`src/rsc_pkg.sv`:
```
// ----------------------------------------------------------------------------
// rsc_pkg
// shared types and codes of the refcounted slot cache
// ----------------------------------------------------------------------------
package rsc_pkg;

   localparam int CSR_W = 5;

   typedef enum logic [2:0] {
      ST_OK             = 3'd0,
      ST_OUT_OF_SLOTS   = 3'd1,
      ST_NO_REFERENCES  = 3'd2,
      ST_INVALID_SLOT   = 3'd3,
      ST_COUNT_OVERFLOW = 3'd4
   } status_type;

   typedef enum logic {
      MODE_LOCK    = 1'b0,
      MODE_RELEASE = 1'b1
   } mode_type;

   typedef struct packed {
      mode_type    mode;
      logic [15:0] leaf_index;
      logic [3:0]  slot_index;
   } req_type;

   typedef struct packed {
      logic [3:0] slot;
      logic       refill_needed;
      status_type status;
   } rsp_type;

endpackage

```
`src/rsc_cell.sv`:
```
// ----------------------------------------------------------------------------
// rsc_cell
// one cache slot: holds tag, tag valid and count, updates the passing search record
// ----------------------------------------------------------------------------
module rsc_cell #(
   parameter int  INDEX       = 0,
   parameter int  TAG_BITS    = 16,
   parameter int  COUNT_BITS  = 8,
   parameter int  SLOT_W      = 4,
   parameter type rec_type    = logic,
   parameter type commit_type = logic
) (
   input  logic                     clock,
   input  logic                     reset,
   input  logic                     shift,
   input  logic [rsc_pkg::CSR_W-1:0] slots_in_use,
   input  rec_type                  rec_in,
   output rec_type                  rec_out,
   input  commit_type               commit
);
   import rsc_pkg::*;

   logic [TAG_BITS-1:0]   tag_ff;
   logic                  valid_ff;
   logic [COUNT_BITS-1:0] count_ff;
   rec_type               rec_ff;
   rec_type               rec_in_upd;
   logic                  enabled;
   logic                  selected;

   assign enabled  = 32'(slots_in_use) > INDEX;
   assign selected = commit.en && (commit.slot == SLOT_W'(INDEX));
   assign rec_out  = rec_ff;

   // search step for this slot
   always_comb begin
      rec_in_upd = rec_in;
      if (rec_in.active && enabled) begin
         if (rec_in.mode == MODE_LOCK) begin
            if (!rec_in.hit && valid_ff && (tag_ff == rec_in.tag)) begin
               rec_in_upd.hit       = 1'b1;
               rec_in_upd.hit_slot  = SLOT_W'(INDEX);
               rec_in_upd.hit_count = count_ff;
            end
            if (!rec_in.free && (count_ff == '0)) begin
               rec_in_upd.free      = 1'b1;
               rec_in_upd.free_slot = SLOT_W'(INDEX);
            end
         end else if (32'(rec_in.slot_index) == INDEX) begin
            rec_in_upd.rel_ok    = 1'b1;
            rec_in_upd.rel_count = count_ff;
         end
      end
   end

   always_ff @(posedge clock) begin
      if (reset) begin
         rec_ff <= '0;
      end else if (shift) begin
         rec_ff <= rec_in_upd;
      end
   end

   always_ff @(posedge clock) begin
      if (reset) begin
         valid_ff <= 1'b0;
         count_ff <= '0;
      end else if (selected) begin
         if (commit.write_tag) begin
            valid_ff <= 1'b1;
         end
         if (commit.inc) begin
            count_ff <= count_ff + 1'b1;
         end else if (commit.dec) begin
            count_ff <= count_ff - 1'b1;
         end
      end
   end

   always_ff @(posedge clock) begin
      if (selected && commit.write_tag) begin
         tag_ff <= commit.tag;
      end
   end

endmodule

```
`src/refcounted_slot_cache.sv`:
```
// ----------------------------------------------------------------------------
// refcounted_slot_cache
// reference counted tag cache slot allocator built as a chain of slot cells
// ----------------------------------------------------------------------------
// a request is registered in head_ff and its search record walks the cell chain one
// slot per cycle while no stalled response holds it; the response is then registered
// in the output register; a new request is taken only after the record leaves the tail
// reset: all tags invalid, all counts zero, slots_in_use 16; no clearing pass
// a stalled response holds the record at the chain tail and freezes the chain
// ----------------------------------------------------------------------------
module refcounted_slot_cache #(
   parameter int MAX_SLOTS  = 16,
   parameter int TAG_BITS   = 16,
   parameter int COUNT_BITS = 8
) (
   input  logic                      clock,
   input  logic                      reset,
   // request channel
   input  logic                      req_valid,
   output logic                      req_stall,
   input  rsc_pkg::req_type          req_payload,
   // response channel
   output logic                      rsp_valid,
   input  logic                      rsp_stall,
   output rsc_pkg::rsp_type          rsp_payload,
   // slot count register
   input  logic                      csr_valid,
   output logic                      csr_ready,
   input  logic [rsc_pkg::CSR_W-1:0] csr_data
);
   import rsc_pkg::*;

   localparam int SLOT_W = (MAX_SLOTS > 1) ? $clog2(MAX_SLOTS) : 1;

   // search record carried down the chain
   typedef struct packed {
      logic                  active;
      mode_type              mode;
      logic [TAG_BITS-1:0]   tag;
      logic [3:0]            slot_index;
      logic                  hit;
      logic [SLOT_W-1:0]     hit_slot;
      logic [COUNT_BITS-1:0] hit_count;
      logic                  free;
      logic [SLOT_W-1:0]     free_slot;
      logic                  rel_ok;
      logic [COUNT_BITS-1:0] rel_count;
   } rec_type;

   // state update broadcast to all cells
   typedef struct packed {
      logic                en;
      logic [SLOT_W-1:0]   slot;
      logic                write_tag;
      logic [TAG_BITS-1:0] tag;
      logic                inc;
      logic                dec;
   } commit_type;

   logic [CSR_W-1:0]     slots_in_use_ff;
   logic                 busy_ff;
   logic                 rsp_valid_ff;
   rsp_type              rsp_ff;
   rec_type              head_ff;
   rec_type              head_in;
   rec_type              chain [MAX_SLOTS+1];
   rec_type              tail;
   logic [MAX_SLOTS-1:0] active_vec;
   logic                 req_accept;
   logic                 hold;
   logic                 shift;
   logic                 finish;
   commit_type           commit;
   rsp_type              rsp_in;

   assign req_stall   = busy_ff;
   assign req_accept  = req_valid && !busy_ff;
   assign csr_ready   = 1'b1;
   assign rsp_valid   = rsp_valid_ff;
   assign rsp_payload = rsp_ff;

   // the record waits at the tail while the output register is full and stalled
   assign tail   = chain[MAX_SLOTS];
   assign hold   = tail.active && rsp_valid_ff && rsp_stall;
   assign shift  = !hold;
   assign finish = tail.active && shift;

   // slot count register
   always_ff @(posedge clock) begin
      if (reset) begin
         slots_in_use_ff <= CSR_W'(16);
      end else if (csr_valid && csr_ready) begin
         slots_in_use_ff <= csr_data;
      end
   end

   // fresh search record built from the request
   always_comb begin
      head_in            = '0;
      head_in.active     = 1'b1;
      head_in.mode       = req_payload.mode;
      head_in.tag        = TAG_BITS'(req_payload.leaf_index);
      head_in.slot_index = req_payload.slot_index;
   end

   // request register feeding cell 0
   always_ff @(posedge clock) begin
      if (reset) begin
         head_ff <= '0;
      end else if (req_accept) begin
         head_ff <= head_in;
      end else if (shift) begin
         head_ff.active <= 1'b0;
      end
   end

   assign chain[0] = head_ff;

   // one cell per slot, the record moves one cell per cycle while the chain is not held
   for (genvar i = 0; i < MAX_SLOTS; i++) begin : g_cell
      rsc_cell #(
         .INDEX       (i),
         .TAG_BITS    (TAG_BITS),
         .COUNT_BITS  (COUNT_BITS),
         .SLOT_W      (SLOT_W),
         .rec_type    (rec_type),
         .commit_type (commit_type)
      ) u_cell (
         .clock        (clock),
         .reset        (reset),
         .shift        (shift),
         .slots_in_use (slots_in_use_ff),
         .rec_in       (chain[i]),
         .rec_out      (chain[i+1]),
         .commit       (commit)
      );
      assign active_vec[i] = chain[i+1].active;
   end

   // decision at the tail: response fields and the state update
   always_comb begin
      commit           = '0;
      commit.tag       = tail.tag;
      rsp_in.slot          = '0;
      rsp_in.refill_needed = 1'b0;
      rsp_in.status        = ST_OK;
      if (tail.mode == MODE_LOCK) begin
         if (tail.hit) begin
            // tag already present, only the count moves
            commit.slot = tail.hit_slot;
            rsp_in.slot = 4'(tail.hit_slot);
            if (tail.hit_count == '1) begin
               rsp_in.status = ST_COUNT_OVERFLOW;
            end else begin
               commit.en  = finish;
               commit.inc = 1'b1;
            end
         end else if (tail.free) begin
            // take over an unreferenced slot and retag it
            commit.slot          = tail.free_slot;
            commit.en            = finish;
            commit.inc           = 1'b1;
            commit.write_tag     = 1'b1;
            rsp_in.slot          = 4'(tail.free_slot);
            rsp_in.refill_needed = 1'b1;
         end else begin
            rsp_in.status = ST_OUT_OF_SLOTS;
         end
      end else begin
         rsp_in.slot = tail.slot_index;
         commit.slot = SLOT_W'(tail.slot_index);
         if (!tail.rel_ok) begin
            rsp_in.status = ST_INVALID_SLOT;
         end else if (tail.rel_count == '0) begin
            rsp_in.status = ST_NO_REFERENCES;
         end else begin
            commit.en  = finish;
            commit.dec = 1'b1;
         end
      end
   end

   // busy from accept until the record leaves the tail
   always_ff @(posedge clock) begin
      if (reset) begin
         busy_ff <= 1'b0;
      end else if (req_accept) begin
         busy_ff <= 1'b1;
      end else if (finish) begin
         busy_ff <= 1'b0;
      end
   end

   // output register
   always_ff @(posedge clock) begin
      if (reset) begin
         rsp_valid_ff <= 1'b0;
      end else if (finish) begin
         rsp_valid_ff <= 1'b1;
      end else if (!rsp_stall) begin
         rsp_valid_ff <= 1'b0;
      end
   end

   always_ff @(posedge clock) begin
      if (finish) begin
         rsp_ff <= rsp_in;
      end
   end

   // at most one search record is in the chain
   a_one_record: assert property (@(posedge clock) disable iff (reset)
      $countones(active_vec) <= 1)
      else $error("more than one search record in the cell chain");

   // state changes only for a transaction in flight
   a_commit_busy: assert property (@(posedge clock) disable iff (reset)
      commit.en |-> busy_ff)
      else $error("slot update without a transaction in flight");

   // a new response always comes from a finished transaction
   a_rsp_source: assert property (@(posedge clock) disable iff (reset)
      $rose(rsp_valid_ff) |-> $past(busy_ff))
      else $error("response raised without a transaction in flight");

   // an accepted request blocks further requests
   a_accept_busy: assert property (@(posedge clock) disable iff (reset)
      req_accept |=> busy_ff)
      else $error("request accepted but block not busy");

endmodule
```
`config.mk`:
```
export PLATFORM = sky130hd
export DESIGN_NAME = refcounted_slot_cache
export DESIGN_NICKNAME = d
export VERILOG_FILES = /design/src/rsc_pkg.sv /design/src/rsc_cell.sv /design/src/refcounted_slot_cache.sv
export SDC_FILE = /design/constraint.sdc
export NUM_CORES = 2
export LEC_CHECK = 0
export BUFFER_PORTS_ARGS = -buffer_cell sky130_fd_sc_hd__buf_4
export CORE_ASPECT_RATIO = 1.25
export CORE_UTILIZATION = 44
export CTS_BUF_LIST = sky130_fd_sc_hd__clkbuf_8
export CTS_CLUSTER_SIZE = 14
export DETAILED_ROUTE_END_ITERATION = 12
export PLACE_DENSITY_LB_ADDON = 0.3
export SYNTH_ARGS = -nofsm -noshare
export SYNTH_HDL_FRONTEND = slang
export SYNTH_HIERARCHICAL = 1
export SYNTH_SLANG_ARGS = --single-unit
```
`constraint.sdc`:
```
create_clock -name clock -period 14 [get_ports clock]
set_clock_uncertainty 0.15 [all_clocks]
set_input_delay 2.8 -clock clock [delete_from_list [all_inputs] [get_ports clock]]
set_output_delay 2.8 -clock clock [all_outputs]
set_load 0.03 [all_outputs]
```
==> impl_metrics.prom <==
# TYPE chip_impl_metric gauge
chip_impl_info{name="netlist_top_cells_area",value="sky130_fd_sc_hd__dfxtp_1, sky130_fd_sc_hd__edfxtp_1, sky130_fd_sc_hd__mux2i_1, sky130_fd_sc_hd__nor2_1, sky130_fd_sc_hd__xnor2_1"} 1
chip_impl_metric{name="chipWidth",unit="microns"} 315
chip_impl_metric{name="grt_overflow_total",unit=""} 0
chip_impl_metric{name="drt-pass1-iter-count",unit=""} 5
chip_impl_metric{name="maximum_number_of_buffers_from_clock_root_to_sink",unit=""} 3
chip_impl_metric{name="clock_tree.htree_level_count",unit=""} 4
chip_impl_metric{name="synth.yosys.seq_area_share",unit="%"} 50.2
chip_impl_metric{name="layout-drive-gt1-share",unit="%"} 8.73
chip_impl_metric{name="grt_pass1_wl",unit="microns"} 214000
chip_impl_metric{name="number_of_standard_cells_in_the_layout_taps_in_and_fillers_out",unit=""} 7016
chip_impl_metric{name="synthDominantCellAreaShare",unit="%"} 35.5
chip_impl_metric{name="postCtsSetupRepairBufs",unit=""} 0
chip_impl_metric{name="route.vias.total",unit=""} 38462
chip_impl_metric{name="setup-tns-final",unit="ns"} 0
chip_impl_info{name="setup.worst_path.end_class",value="register"} 1
chip_impl_metric{name="final.period_utilization",unit="%"} 41.4
chip_impl_metric{name="portBuffers",unit=""} 40
chip_impl_metric{name="post_synthesis_mean_instance_area",unit="sq um"} 10.2
chip_impl_metric{name="clkLatencyLatePin",unit="ns"} 0.90
chip_impl_metric{name="critical_path_buf_inv_count",unit=""} 4
chip_impl_info{name="ys_flop_type",value="sky130_fd_sc_hd__dfxtp_1"} 1
chip_impl_metric{name="number_of_enable_type_register_cells_in_the_synthesized_netlist",unit=""} 264
chip_impl_metric{name="top_level_ports",unit=""} 42
chip_impl_metric{name="drt-total-wl",unit="microns"} 138000
chip_impl_metric{name="critPathMaxFanout",unit=""} 179
chip_impl_metric{name="post_synth_num_cell_types",unit=""} 102
chip_impl_metric{name="cts_num_sinks",unit=""} 1221
chip_impl_metric{name="cts_resized",unit=""} 0
chip_impl_metric{name="async_flop_share",unit="%"} 0
chip_impl_metric{name="relSlewSlack",unit="%"} 12.9
chip_impl_metric{name="reg2reg_slack",unit="ns"} 9.59
chip_impl_info{name="tritoncts",value="done"} 1
chip_impl_info{name="rsz0062_at_grt",value="false"} 1
chip_impl_metric{name="drt_first_iter_violations",unit=""} 2541
chip_impl_metric{name="p_leak",unit="nW"} 23.6
chip_impl_metric{name="final.setup.worst_slack",unit="ns"} 8.20
chip_impl_metric{name="yosys_warnings",unit=""} 6
chip_impl_metric{name="nNetsFinal",unit=""} 5406
chip_impl_metric{name="timing.final.crit_period",unit="ns"} 5.80
chip_impl_metric{name="detail_route.wl_per_cell",unit="microns"} 19.6
chip_impl_metric{name="floorplan.rows",unit=""} 143
chip_impl_metric{name="required",unit="ns"} 14.57
chip_impl_metric{name="fp.dieH",unit="microns"} 393
chip_impl_metric{name="first_global_vias",unit=""} 37303
chip_impl_metric{name="syn2layout_area_growth",unit="%"} 9.79
chip_impl_metric{name="ant_nets",unit=""} 0
chip_impl_metric{name="cell_count_after_synthesis",unit=""} 5268
chip_impl_info{name="worst_path_dominant_cell_family",value="buffers and inverters"} 1
chip_impl_info{name="timing.hold.worst.class",value="reg2reg"} 1
chip_impl_info{name="outcome",value="completed"} 1
chip_impl_metric{name="report.final.hold_viol_count",unit=""} 0
chip_impl_metric{name="floorplan.initialDensity",unit="%"} 44.4
chip_impl_info{name="worst_setup_path_start_kind",value="primary input"} 1
chip_impl_metric{name="place_ws",unit="ns"} 7.51
chip_impl_metric{name="clock.fmax",unit="GHz"} 0.172
chip_impl_metric{name="slew_at_the_pin_with_the_worst_max_slew_slack",unit="ns"} 1.30
chip_impl_metric{name="synth_seq_cells",unit=""} 1221
chip_impl_info{name="commonest_cells_in_the_netlist",value="sky130_fd_sc_hd__nor2_1, sky130_fd_sc_hd__dfxtp_1, sky130_fd_sc_hd__mux2i_1, sky130_fd_sc_hd__edfxtp_1, sky130_fd_sc_hd__a211oi_1"} 1
chip_impl_metric{name="cts.clk_slew.worst_paths",unit="ns"} 0.06
chip_impl_metric{name="cp.arrival",unit="ns"} 6.37
chip_impl_metric{name="max-cap-violations",unit=""} 0
chip_impl_metric{name="antenna_found_initial",unit=""} 1
chip_impl_metric{name="slowest_delay",unit="ns"} 0.80
chip_impl_info{name="synth_largest_area_cell",value="sky130_fd_sc_hd__dfxtp_1"} 1
chip_impl_metric{name="postCtsHoldBufs",unit=""} 0
chip_impl_metric{name="final-setup-viol-count",unit=""} 0
chip_impl_info{name="critical_path_class",value="in2reg"} 1
chip_impl_info{name="cts.root.buffer_cell",value="sky130_fd_sc_hd__clkbuf_8"} 1
chip_impl_metric{name="placer_congestion",unit=""} 0.810
chip_impl_metric{name="peakVddDrop",unit="mV"} 0.0965
chip_impl_info{name="standard_cell_with_the_maximum_stage_delay_on_the_critical_path",value="sky130_fd_sc_hd__buf_4"} 1
chip_impl_metric{name="dp.final_hpwl",unit="microns"} 90100
chip_impl_metric{name="die_area",unit="sq um"} 124000
chip_impl_metric{name="power.density_cell_area",unit="nW/um^2"} 114
chip_impl_metric{name="via_per_inst",unit=""} 5.48
chip_impl_metric{name="global_route.usage.total",unit="%"} 21.9
chip_impl_metric{name="grt_max_degree",unit=""} 238
chip_impl_metric{name="coreArea",unit="sq um"} 121000
chip_impl_info{name="yosysMostFrequentCell",value="sky130_fd_sc_hd__nor2_1"} 1
chip_impl_metric{name="synth_area",unit="sq um"} 53900
chip_impl_metric{name="detail_route.drc_violations",unit=""} 0
chip_impl_metric{name="cts_buffers",unit=""} 192
chip_impl_metric{name="dpl_cells",unit=""} 6664
chip_impl_metric{name="pins_over_slew_limit",unit=""} 0
chip_impl_info{name="critical_path_cell_by_cell",value="buf_4 -> nand3_4 -> buf_12 -> buf_12 -> buf_4 -> o31a_1 -> a211oi_1"} 1
[report_power, final]
group | switching [mW] | total (mW) | internal [mW]
logic | 0.0886 | 0.129 | 0.0401
clock network | 1.42 | 2.97 | 1.55
registers | 0.0236 | 3.63 | 3.60
[per-layer routing]
metal | GRT usage [%] | wire, microns | vias to the layer above
met1 | 26.7 | 56900 | 18440
met3 | 3.51 | 6250 | 282
met5 | 0 | 0 | -
li1 | - | - | 18903
met2 | 38.1 | 69900 | 837
met4 | 8.80 | 4830 | 0
[stage by stage]
step / power [mW] / utilization, % / hold slack, ns / instance area [sq um]
3_5_place_dp: 3.83 / 45.6 / 0.297 / 55400
3_3_place_gp: 3.83 / 45.6 / 0.290 / 55400
5_1_grt: 6.97 / 48.7 / 0.310 / 59200
6_report: 6.72 / 48.7 / 0.303 / 59200
2_1_floorplan: 3.78 / - / 0.280 / 54000
4_1_cts: 6.79 / 48.7 / 0.292 / 59200
[cell families after synthesis]
family	synth area share [%]
buf+inv	3.99
other cells	0.0139
flops	50.2
xor+xnor	5.41
mux	10.9
compound gates	11.8
fa+ha+maj	2.82
simple gates	14.9
[path summary, 6_finish.rpt]
path                                  from                       endpoint  depth (start not counted)
max                              rsp_stall   g_cell[8].u_cell/rec_out[12]                          7
min          g_cell[11].u_cell/rec_out[23]  g_cell[12].u_cell/rec_out[23]                          2
max reg2reg  g_cell[15].u_cell/rec_out[26]   g_cell[4].u_cell/count_ff[7]                         11
min reg2reg  g_cell[11].u_cell/rec_out[23]  g_cell[12].u_cell/rec_out[23]                          2
[sequential cells by signal, indices dropped and copies added (netlist names)]
signal	cells
rsp_valid	1
g_cell.u_cell/count_ff	128
rsp_payload	8
chain	22
g_cell.u_cell/tag_ff	256
g_cell.u_cell/rec_out	784
req_stall	1
g_cell.u_cell/valid_ff	16
slots_in_use_ff	5
[tightest hold or removal path: cells and delay by family, from the launching register on]
| kind | cells | cell delay (ns) |
|---|---|---|
| AOI/OAI and AO/OA | 2 | 0.12 |
| DFF | 1 | 0.33 |
[cells in the final DEF, fill, tap and decap left out, drive strengths merged, types with 20 or more instances in the layout]
cell type,netlist,layout
nor2,959,959
nor3b,33,33
nand2,122,122
ha,96,96
xnor2,199,199
nand3,117,117
mux2i,567,567
dfxtp,957,957
nand4b,22,22
o21a,34,34
nor2b,48,48
nand4,61,61
clkinv,0,22
a311oi,152,152
nor3,35,35
a21oi,166,166
edfxtp,264,264
a211oi,206,206
o21bai,28,28
o211ai,43,43
o31ai,21,21
a21o,51,51
and3,20,20
xor2,134,134
nor4,105,105
o21ai,114,114
conb,2,30
buf,120,103
inv,143,239
nand2b,50,50
clkbuf,209,226
[cell type report]
class | instances | area, sq um
diodes | 2 | 5.00
flip-flops and latches | 1221 | 27100
clock buffers | 226 | 3110
clock inverters | 124 | 688
multi-input cells | 3602 | 24900
inverters | 143 | 537
well taps | 1595 | 2000
repair buffers | 103 | 843
fillers | 11244 | 62300
(Power assumes the default switching activity.)
